===== config.mk =====
export PLATFORM = sky130hd
export DESIGN_NAME = telemetry_poll_responder_core
export DESIGN_NICKNAME = d
export VERILOG_FILES = /design/src/tpr_pkg.sv /design/src/tpr_front.sv /design/src/tpr_queue.sv /design/src/tpr_back.sv /design/src/telemetry_poll_responder_core.sv
export SDC_FILE = /design/constraint.sdc
export NUM_CORES = 1
export LEC_CHECK = 0
export BUFFER_PORTS_ARGS = -buffer_cell sky130_fd_sc_hd__buf_4
export CAP_MARGIN = 10
export CORE_UTILIZATION = 45
export CTS_CLUSTER_SIZE = 24
export DETAILED_ROUTE_END_ITERATION = 16
export PLACE_DENSITY = 0.64
export SLEW_MARGIN = 20
export SYNTH_ARGS = -nofsm -noshare
export SYNTH_HDL_FRONTEND = slang
export SYNTH_SLANG_ARGS = --single-unit

===== constraint.sdc =====
create_clock -name clk -period 9.28 [get_ports clk]
set_input_delay 0.464 -clock clk [delete_from_list [all_inputs] [get_ports clk]]
set_output_delay 0.464 -clock clk [all_outputs]
set_load 0.01 [all_outputs]

===== src/tpr_pkg.sv =====
// ----------------------------------------------------------------------------
// tpr_pkg
// shared types, constants and reset values of the telemetry poll responder
// ----------------------------------------------------------------------------
package tpr_pkg;

  // received frame length limit, count saturates here
  localparam int RX_FRAME_BYTES = 16;
  localparam int RX_COUNT_W     = $clog2(RX_FRAME_BYTES + 1);

  // answer length before stuffing
  localparam int FRAME_BYTES = 8;
  localparam int BYTE_IDX_W  = $clog2(FRAME_BYTES);

  // job queue between front and back
  localparam int QUEUE_DEPTH = 2;
  localparam int QPTR_W      = $clog2(QUEUE_DEPTH);
  localparam int QCOUNT_W    = $clog2(QUEUE_DEPTH + 1);

  // line codes
  localparam logic [7:0] START_BYTE   = 8'h7E;
  localparam logic [7:0] ESC_BYTE     = 8'h7D;
  localparam logic [7:0] ESC_START    = 8'h5E;
  localparam logic [7:0] ESC_ESC      = 8'h5D;
  localparam logic [7:0] STUFF_MASK   = 8'h5F;

  // request kinds
  localparam logic REQ_LINE_BYTE = 1'b0;
  localparam logic REQ_LOAD      = 1'b1;

  // configuration register map
  localparam int CFG_DATA_W = 16;
  localparam int CFG_IDX_W  = 2;
  localparam logic [CFG_IDX_W-1:0] CFG_MY_ID         = 2'd0;
  localparam logic [CFG_IDX_W-1:0] CFG_SEND_INTERVAL = 2'd1;
  localparam logic [CFG_IDX_W-1:0] CFG_FRAME_TYPE    = 2'd2;

  localparam logic [7:0]  MY_ID_RESET         = 8'd106;
  localparam logic [15:0] SEND_INTERVAL_RESET = 16'd0;
  localparam logic [7:0]  FRAME_TYPE_RESET    = 8'd16;

  typedef struct packed {
    logic        req_type;
    logic [7:0]  rx_byte;
    logic [31:0] now_ms;
    logic [15:0] sensor_id;
    logic [31:0] sensor_value;
  } in_item_t;

  typedef struct packed {
    logic [7:0] tx_byte;
    logic       valid_frame;
    logic       last;
  } out_item_t;

  // one answer, bytes before stuffing, byte 0 sent first
  typedef struct packed {
    logic                              valid_frame;
    logic [FRAME_BYTES-1:0][7:0]       bytes;
  } job_t;

  typedef struct packed {
    logic full;
    logic empty;
  } q_status_t;

  typedef enum logic [1:0] {
    BK_IDLE,
    BK_BYTE,
    BK_STUFF
  } back_state_t;

  function automatic logic needs_stuff(input logic [7:0] b);
    return (b == START_BYTE) || (b == ESC_BYTE);
  endfunction

endpackage


===== src/tpr_front.sv =====
// ----------------------------------------------------------------------------
// tpr_front
// accepts items, decodes line bytes, stages sensor data and builds answers
// ----------------------------------------------------------------------------
module tpr_front (
  input  logic                          clk,
  input  logic                          rst,
  input  logic                          in_valid,
  output logic                          in_stall,
  input  tpr_pkg::in_item_t             in_item,
  input  logic                          cfg_we,
  input  logic [tpr_pkg::CFG_IDX_W-1:0] cfg_index,
  input  logic [tpr_pkg::CFG_DATA_W-1:0] cfg_data,
  input  tpr_pkg::q_status_t            q_status,
  output logic                          q_push,
  output tpr_pkg::job_t                 q_job
);
  import tpr_pkg::*;

  logic [7:0]            my_id;
  logic [15:0]           send_interval_ms;
  logic [7:0]            frame_type;
  logic [RX_COUNT_W-1:0] rx_count;
  logic [RX_COUNT_W-1:0] rx_count_next;
  logic                  escape_pending;
  logic                  escape_pending_next;
  logic                  data_ready;
  logic [31:0]           last_send_time;
  logic [15:0]           staged_id;
  logic [31:0]           staged_value;

  logic                  accept;
  logic                  is_line;
  logic                  is_load;
  logic                  counted;
  logic [7:0]            dec_byte;
  logic                  poll;
  logic [31:0]           elapsed;
  logic                  ans_valid;
  logic [10:0]           sum;
  logic [15:0]           neg_sum;
  logic [7:0]            checksum;

  assign in_stall = q_status.full;
  assign accept   = in_valid && !in_stall;
  assign is_load  = in_item.req_type == REQ_LOAD;
  assign is_line  = in_item.req_type == REQ_LINE_BYTE;

  // byte decode and frame counting
  always_comb begin
    dec_byte            = in_item.rx_byte;
    counted             = 1'b0;
    escape_pending_next = escape_pending;
    rx_count_next       = rx_count;
    if (in_item.rx_byte == START_BYTE) begin
      rx_count_next       = '0;
      escape_pending_next = 1'b0;
    end else if (in_item.rx_byte == ESC_BYTE) begin
      escape_pending_next = 1'b1;
    end else begin
      counted             = 1'b1;
      escape_pending_next = 1'b0;
      if (escape_pending && in_item.rx_byte == ESC_START) begin
        dec_byte = START_BYTE;
      end else if (escape_pending && in_item.rx_byte == ESC_ESC) begin
        dec_byte = ESC_BYTE;
      end
      if (rx_count < RX_COUNT_W'(RX_FRAME_BYTES)) begin
        rx_count_next = rx_count + 1'b1;
      end
    end
    // first counted byte matching our id answers at once, count restarts
    poll = counted && (rx_count == '0) && (dec_byte == my_id);
    if (poll) begin
      rx_count_next = '0;
    end
  end

  // answer content
  assign elapsed   = in_item.now_ms - last_send_time;
  assign ans_valid = data_ready && (elapsed >= {16'd0, send_interval_ms});

  assign sum = 11'(frame_type) + 11'(staged_id[7:0]) + 11'(staged_id[15:8])
             + 11'(staged_value[7:0]) + 11'(staged_value[15:8])
             + 11'(staged_value[23:16]) + 11'(staged_value[31:24]);
  assign neg_sum  = 16'd0 - 16'(sum);
  assign checksum = neg_sum[7:0] + neg_sum[15:8];

  always_comb begin
    q_job.valid_frame = ans_valid;
    q_job.bytes       = '0;
    if (ans_valid) begin
      q_job.bytes[0] = frame_type;
      q_job.bytes[1] = staged_id[7:0];
      q_job.bytes[2] = staged_id[15:8];
      q_job.bytes[3] = staged_value[7:0];
      q_job.bytes[4] = staged_value[15:8];
      q_job.bytes[5] = staged_value[23:16];
      q_job.bytes[6] = staged_value[31:24];
      q_job.bytes[7] = checksum;
    end
  end

  assign q_push = accept && is_line && poll;

  always_ff @(posedge clk) begin
    if (rst) begin
      my_id            <= MY_ID_RESET;
      send_interval_ms <= SEND_INTERVAL_RESET;
      frame_type       <= FRAME_TYPE_RESET;
      rx_count         <= '0;
      escape_pending   <= 1'b0;
      data_ready       <= 1'b0;
      last_send_time   <= '0;
      staged_id        <= '0;
      staged_value     <= '0;
    end else begin
      if (cfg_we) begin
        case (cfg_index)
          CFG_MY_ID:         my_id            <= cfg_data[7:0];
          CFG_SEND_INTERVAL: send_interval_ms <= cfg_data;
          CFG_FRAME_TYPE:    frame_type       <= cfg_data[7:0];
          default: ;
        endcase
      end
      if (accept && is_load) begin
        staged_id    <= in_item.sensor_id;
        staged_value <= in_item.sensor_value;
        data_ready   <= 1'b1;
      end
      if (accept && is_line) begin
        rx_count       <= rx_count_next;
        escape_pending <= escape_pending_next;
        if (poll && ans_valid) begin
          last_send_time <= in_item.now_ms;
          data_ready     <= 1'b0;
        end
      end
    end
  end

  // an empty answer keeps staged data
  a_empty_keeps_data: assert property (@(posedge clk) disable iff (rst)
    (accept && is_line && poll && !ans_valid) |=> data_ready == $past(data_ready))
    else $error("empty answer changed data_ready");

  // a data frame consumes staged data and stamps the send time
  a_frame_stamps_time: assert property (@(posedge clk) disable iff (rst)
    (accept && is_line && poll && ans_valid)
      |=> (!data_ready && last_send_time == $past(in_item.now_ms)))
    else $error("data frame did not update send time");

  // no push into a full queue
  a_no_push_full: assert property (@(posedge clk) disable iff (rst)
    q_push |-> !q_status.full)
    else $error("push into full queue");

endmodule


===== src/tpr_queue.sv =====
// ----------------------------------------------------------------------------
// tpr_queue
// short answer queue between front and back
// ----------------------------------------------------------------------------
module tpr_queue (
  input  logic               clk,
  input  logic               rst,
  input  logic               push,
  input  tpr_pkg::job_t      push_job,
  input  logic               pop,
  output tpr_pkg::job_t      head_job,
  output tpr_pkg::q_status_t status
);
  import tpr_pkg::*;

  job_t                entries [QUEUE_DEPTH];
  logic [QPTR_W-1:0]   wr_ptr;
  logic [QPTR_W-1:0]   rd_ptr;
  logic [QCOUNT_W-1:0] count;

  assign status.full  = count == QCOUNT_W'(QUEUE_DEPTH);
  assign status.empty = count == '0;
  assign head_job     = entries[rd_ptr];

  always_ff @(posedge clk) begin
    if (push) begin
      entries[wr_ptr] <= push_job;
    end
  end

  always_ff @(posedge clk) begin
    if (rst) begin
      wr_ptr <= '0;
      rd_ptr <= '0;
      count  <= '0;
    end else begin
      if (push) begin
        wr_ptr <= (wr_ptr == QPTR_W'(QUEUE_DEPTH - 1)) ? '0 : wr_ptr + 1'b1;
      end
      if (pop) begin
        rd_ptr <= (rd_ptr == QPTR_W'(QUEUE_DEPTH - 1)) ? '0 : rd_ptr + 1'b1;
      end
      if (push && !pop) begin
        count <= count + 1'b1;
      end else if (pop && !push) begin
        count <= count - 1'b1;
      end
    end
  end

  a_no_pop_empty: assert property (@(posedge clk) disable iff (rst)
    pop |-> !status.empty)
    else $error("pop from empty queue");

  a_count_bound: assert property (@(posedge clk) disable iff (rst)
    count <= QCOUNT_W'(QUEUE_DEPTH))
    else $error("queue count overflow");

  a_push_grows: assert property (@(posedge clk) disable iff (rst)
    (push && !pop) |=> count == $past(count) + 1'b1)
    else $error("queue count did not grow on push");

endmodule


===== src/tpr_back.sv =====
// ----------------------------------------------------------------------------
// tpr_back
// serializes queued answers with escape stuffing into an output register
// ----------------------------------------------------------------------------
module tpr_back (
  input  logic                clk,
  input  logic                rst,
  input  tpr_pkg::q_status_t  q_status,
  input  tpr_pkg::job_t       q_head,
  output logic                q_pop,
  output logic                out_valid,
  input  logic                out_stall,
  output tpr_pkg::out_item_t  out_item
);
  import tpr_pkg::*;

  back_state_t           state;
  back_state_t           state_next;
  job_t                  job;
  logic [BYTE_IDX_W-1:0] idx;
  logic [7:0]            cur;
  logic                  cur_special;
  logic                  out_load;
  logic                  byte_done;
  logic [7:0]            emit_byte;
  logic                  emit_last;

  assign cur         = job.bytes[idx];
  assign cur_special = needs_stuff(cur);
  assign out_load    = (state != BK_IDLE) && (!out_valid || !out_stall);

  // next state
  always_comb begin
    state_next = state;
    unique case (state)
      BK_IDLE: begin
        if (!q_status.empty) state_next = BK_BYTE;
      end
      BK_BYTE: begin
        if (out_load) begin
          if (cur_special) state_next = BK_STUFF;
          else if (idx == BYTE_IDX_W'(FRAME_BYTES - 1)) state_next = BK_IDLE;
        end
      end
      BK_STUFF: begin
        if (out_load) begin
          state_next = (idx == BYTE_IDX_W'(FRAME_BYTES - 1)) ? BK_IDLE : BK_BYTE;
        end
      end
      default: state_next = BK_IDLE;
    endcase
  end

  // outputs
  always_comb begin
    q_pop     = 1'b0;
    emit_byte = cur;
    byte_done = 1'b0;
    unique case (state)
      BK_IDLE: begin
        q_pop = !q_status.empty;
      end
      BK_BYTE: begin
        emit_byte = cur_special ? ESC_BYTE : cur;
        byte_done = !cur_special;
      end
      BK_STUFF: begin
        emit_byte = cur & STUFF_MASK;
        byte_done = 1'b1;
      end
      default: ;
    endcase
    emit_last = byte_done && (idx == BYTE_IDX_W'(FRAME_BYTES - 1));
  end

  always_ff @(posedge clk) begin
    if (q_pop) begin
      job <= q_head;
    end
    if (out_load) begin
      out_item.tx_byte     <= emit_byte;
      out_item.valid_frame <= job.valid_frame;
      out_item.last        <= emit_last;
    end
  end

  always_ff @(posedge clk) begin
    if (rst) begin
      state     <= BK_IDLE;
      idx       <= '0;
      out_valid <= 1'b0;
    end else begin
      state <= state_next;
      if (q_pop) begin
        idx <= '0;
      end else if (out_load && byte_done) begin
        idx <= idx + 1'b1;
      end
      if (out_load) begin
        out_valid <= 1'b1;
      end else if (!out_stall) begin
        out_valid <= 1'b0;
      end
    end
  end

  // second half of a stuffed pair always follows an escape byte in the register
  a_stuff_after_esc: assert property (@(posedge clk) disable iff (rst)
    state == BK_STUFF |-> (out_valid && out_item.tx_byte == ESC_BYTE))
    else $error("stuff phase without escape byte in output");

  // the final byte of an answer returns the serializer to idle
  a_last_to_idle: assert property (@(posedge clk) disable iff (rst)
    (out_load && emit_last) |=> state == BK_IDLE)
    else $error("serializer kept running after last byte");

  // a new answer is fetched only when idle
  a_pop_idle: assert property (@(posedge clk) disable iff (rst)
    q_pop |=> (state == BK_BYTE && idx == '0))
    else $error("fetch did not start a new answer");

endmodule


===== src/telemetry_poll_responder_core.sv =====
// ----------------------------------------------------------------------------
// telemetry_poll_responder_core
// poll-answering slave for a half-duplex telemetry line
// ----------------------------------------------------------------------------
// usage:
//   input channel (in_valid / in_stall / in_item) carries either a received
//   line byte or a sensor-load beat. the front accepts one beat per cycle and
//   only stalls while the two-entry answer queue is full.
//   a line byte equal to my_id as first byte of a frame is a poll; the front
//   builds the 8-byte answer (data frame or all zeros) at once and queues it.
//   output channel (out_valid / out_stall / out_item) gives one stuffed byte
//   per beat, 8 to 16 beats per answer, last set on the final beat.
//   the first answer byte reaches the output through a fetch (the idle state
//   pops the queue) and then an output register load.
//   throughput: one output byte per cycle while not stalled, plus a fetch in
//   the idle state between answers; the serializer byte loop sets the answer rate.
//   a stall on the output holds the output register; the queue keeps taking
//   polls until full, so the input side runs on independently.
//   reset (rst, synchronous) clears decode state, staged data, the queue and
//   out_valid (not the output data), and restores the configuration defaults.
//   configuration writes (cfg_we / cfg_index / cfg_data) take effect the
//   next cycle and are meant for an idle block.
// ----------------------------------------------------------------------------
module telemetry_poll_responder_core (
  input  logic                           clk,
  input  logic                           rst,
  input  logic                           in_valid,
  output logic                           in_stall,
  input  tpr_pkg::in_item_t              in_item,
  output logic                           out_valid,
  input  logic                           out_stall,
  output tpr_pkg::out_item_t             out_item,
  input  logic                           cfg_we,
  input  logic [tpr_pkg::CFG_IDX_W-1:0]  cfg_index,
  input  logic [tpr_pkg::CFG_DATA_W-1:0] cfg_data
);
  import tpr_pkg::*;

  q_status_t q_status;
  logic      q_push;
  logic      q_pop;
  job_t      push_job;
  job_t      head_job;

  // front: decode, stage, decide and build answers
  tpr_front u_front (
    .clk       (clk),
    .rst       (rst),
    .in_valid  (in_valid),
    .in_stall  (in_stall),
    .in_item   (in_item),
    .cfg_we    (cfg_we),
    .cfg_index (cfg_index),
    .cfg_data  (cfg_data),
    .q_status  (q_status),
    .q_push    (q_push),
    .q_job     (push_job)
  );

  // answer queue decoupling the two sides
  tpr_queue u_queue (
    .clk      (clk),
    .rst      (rst),
    .push     (q_push),
    .push_job (push_job),
    .pop      (q_pop),
    .head_job (head_job),
    .status   (q_status)
  );

  // back: stuffing serializer with output register
  tpr_back u_back (
    .clk       (clk),
    .rst       (rst),
    .q_status  (q_status),
    .q_head    (head_job),
    .q_pop     (q_pop),
    .out_valid (out_valid),
    .out_stall (out_stall),
    .out_item  (out_item)
  );

endmodule

==> summary.md <==
| Metric | Value |
|---|---|
| Reg2reg setup slack | 2.42 ns |
| Initial DRC count | 650 |
| Initial Utilization | 45.90% |
| Layout cells sized above 1 | 17.17% |
| Sequential area share after synthesis | 50.31% |
| Asr flop ratio synth | 0% |
| First drt pass iteration count | 4 |
| P_leak | 7.403 nW |
| CTS tree | yes |
| All-Layer GR Usage | 20.64% |
| Synth top area share | 35.44% |
| Syn Nets | 1796 |
| Setup violators final | 0 |
| Critical R2R Capture | u_queue.entries[0][62]$_DFFE_PP_ |
| Worst setup slack after layout | 2.421 ns |
| Final max-slew violation count | 0 |
| Final hold vios | 0 |
| Die H | 198.5 µm |
| Status | complete, no violations |
| Hold Crit Depth | 3 |
| Critical path endpoint category | flop |
| Measured slew at the worst slew-check pin | 1.039 ns |
| Clk sinks | 334 |
| Via-per-instance ratio | 5.205 |
| Synth area leaders | edfxtp_1 35%, dfxtp_1 15%, ha_1 5.9% |
| Mapped Cells | 1567 |
| Final Power | 4.738 mW |
| Crit-path max FO | 4 |
| PD cells | 237.4 nW/µm² |
| Vias in the first global route | 11523 |
| RSZ-0062 raised after global routing | no |
| Slew HR | 30.63% |
| CTS clock-pin slew for the worst setup and hold paths | 0.06 ns |
| Final clock skew | 0.02690 ns |
| Antenna diodes | 0 |
| CP Data Arrival Time | 7.15 ns |
| Critical path class | flop to flop |
| Final WL | 39590 µm |
| Die footprint | 39390 µm² |
| #FFs+latches synth | 334 |
| Nets | 1896 |
| Place WS | 2.440 ns |
| HP Start | cfg_data[12] |
| Max cap viols | 0 |
| Initial antenna violation count | 0 |
| Critical R2R Launch | u_front.staged_id[0]$_SDFFE_PP0P_ |
| Fillcell total | 3442 |
| Average cell area after synthesis | 11.08 µm² |
| FP Rows | 71 |
| Final Critical Period | 6.859 ns |
| DRC errors left | 0 |
| Hold endpoint | u_front.send_interval_ms[12]$_SDFFE_PP0P_ |
| Final Wtd Congestion | 0.9267 |
| Synth Flop Type | edfxtp_1 |
| Area growth syn-to-layout | 14.89% |
| GRT overflow | 0 |
| Core Region | 37840 µm² |
| DR WL/cell | 17.95 µm |
| Setup bufs post-CTS | 0 |
| Clock Tree Root | clkbuf_16 |
| Cell accounting for the most synthesized area | edfxtp_1 |
| Most frequent cells in the layout | 205 x edfxtp_1, 174 x nand2_1, 138 x a21oi_1, 131 x inv_1, 129 x buf_4 |
| Via count | 11483 |
| H-tree lvl count | 2 |
| Worst skew pair latency | 0.55 ns |
| Fin crit share | 73.91% |
| Number of synthesized flops with an enable pin | 205 |
| Synth warn | 0 |
| CP Data Required Time | 9.57 ns |
| Port-buffer cells | 123 |
| Commonest non-fill, non-tap cell in the layout | edfxtp_1 |
| Hold crit path type | input port to flop |
| Startpoint class of the critical path | flop |
| Final Core Density | 52.73% |
| Largest net degree at the start of global routing | 108 |
| Cts hold-fix bufs | 0 |
| Mapped cell area | 17370 µm² |
| # resized after CTS | 0 |
| F_max | 145.8 MHz |
| Routed Antenna Nets | 0 |
| Reg2Reg Depth | 25 |
| First-pass GRT wire length | 61810 µm |
| Yosys cell types | 69 |
| Num ports | 124 |
| Die W | 198.5 µm |
| Clock Tree Buf Depth | 3 |
| Setup TNS | 0 ns |
| CTS Buf Count | 37 |
| HPWL Detailed | 28530 µm |
| Max IR drop VDD | 0.1414 mV |
layout make-up:
cell class              instances  area (µm²)  share of cell area, %
flip-flops and latches        334        8741                  43.80
multi-input cells            1032        7850                  39.34
clock buffers                  45        1018                  5.104
repair buffers                130       979.7                  4.909
well taps                     511       639.4                  3.204
inverters                     132       495.5                  2.483
clock inverters                22       231.5                  1.160
logic make-up after synthesis:
group                    count (synthesis)  share of synthesized area [%]
XOR/XNOR                                63                          3.177
adder cells (fa/ha/maj)                117                          9.941
AO/OA/AOI/OAI                          253                          8.904
flip-flops                             334                          50.31
AND/OR/NAND/NOR                        458                          13.18
multiplexers                           141                          9.754
buffers and inverters                  201                          4.740
registers in the layout, indices dropped and copies added (netlist names), 3 cells and up:
signal / count
u_front.frame_type: 8
u_front.rx_count: 5
u_front.last_send_time: 32
u_front.staged_value: 32
u_front.send_interval_ms: 16
u_back.out_item: 10
u_back.idx: 3
u_front.my_id: 8
u_back.job: 65
u_queue.entries: 130
u_front.staged_id: 16
critical path, stage by stage, from the launching register on:
cell and delay, ns:
dfxtp_1 0.32, ha_1 0.24, fa_1 0.42, a21o_1 0.17
a21oi_1 0.24, o21bai_1 0.09, a21oi_1 0.23, xor2_1 0.24
fa_1 0.49, fa_1 0.54, fa_1 0.55, inv_1 0.04
ha_1 0.33, a21oi_1 0.22, xnor2_1 0.17, or3b_2 0.53
xor2_1 0.19, ha_1 0.24, fa_1 0.41, a21o_1 0.19
a21o_1 0.19, a21oi_1 0.16, nor2_1 0.06, nor2_1 0.12
xnor2_1 0.08, and2_1 0.17
cell usage after synthesis (7+ instances only):
cell      number
o21bai_1      13
nor3_1        22
clkbuf_1      48
nand4_1       14
edfxtp_1     205
a21o_1        17
mux4_2        16
nor2_1        64
ha_1          82
and2_1        64
buf_1          8
o21ai_0       27
fa_1          35
xnor2_1       32
nand2_1      174
buf_6          8
a21oi_1      138
nor2b_1        8
o21a_1        14
nand3_1        7
dfxtp_1      129
nand2b_1      69
a211o_1        7
mux2i_1       59
xor2_1        31
inv_1        132
a31oi_1        7
mux2_2        66
report_power, final:
| group | internal, mW | switching, mW | total [mW] |
|---|---|---|---|
| Clock | 0.898 | 0.595 | 1.49 |
| Combinational | 0.593 | 0.758 | 1.35 |
| Sequential | 1.82 | 0.0736 | 1.89 |
| Total | 3.31 | 1.43 | 4.74 |
metrics by stage:
| step | hold WS [ns] | instance area, µm² | instances |
|---|---|---|---|
| floorplan | 0.4003 | 17370 | 1567 |
| global placement | 0.4261 | 18690 | 2139 |
| detailed placement | 0.4211 | 18690 | 2139 |
| CTS | 0.1367 | 19940 | 2206 |
| global route | 0.1588 | 19960 | 2206 |
| finish | 0.1706 | 19960 | 2206 |
worst max-delay path by stage:
stage               slack [ns]                               from                          endpoint  cells past startpoint
global route              2.09  u_front.staged_id[0]$_SDFFE_PP0P_  u_queue.entries[1][62]$_DFFE_PP_                     25
finish                    2.42  u_front.staged_id[0]$_SDFFE_PP0P_  u_queue.entries[0][62]$_DFFE_PP_                     25
global placement          2.58  u_front.staged_id[0]$_SDFFE_PP0P_  u_queue.entries[0][63]$_DFFE_PP_                     25
floorplan                 2.84  u_front.staged_id[0]$_SDFFE_PP0P_  u_queue.entries[0][63]$_DFFE_PP_                     24
CTS                       2.41  u_front.staged_id[0]$_SDFFE_PP0P_  u_queue.entries[1][62]$_DFFE_PP_                     25
detailed placement        2.44  u_front.staged_id[0]$_SDFFE_PP0P_  u_queue.entries[0][62]$_DFFE_PP_                     25
per-layer routing:
layer  vias up  part of all wire (%)  track usage (%)
met5         -                     0                0
met4         0                   3.6            8.405
met3        73                   3.9            3.442
met2       225                    49            35.72
met1      5525                    43            25.56
li1       5660                     -                -
Power figures use the tool's default switching activity.
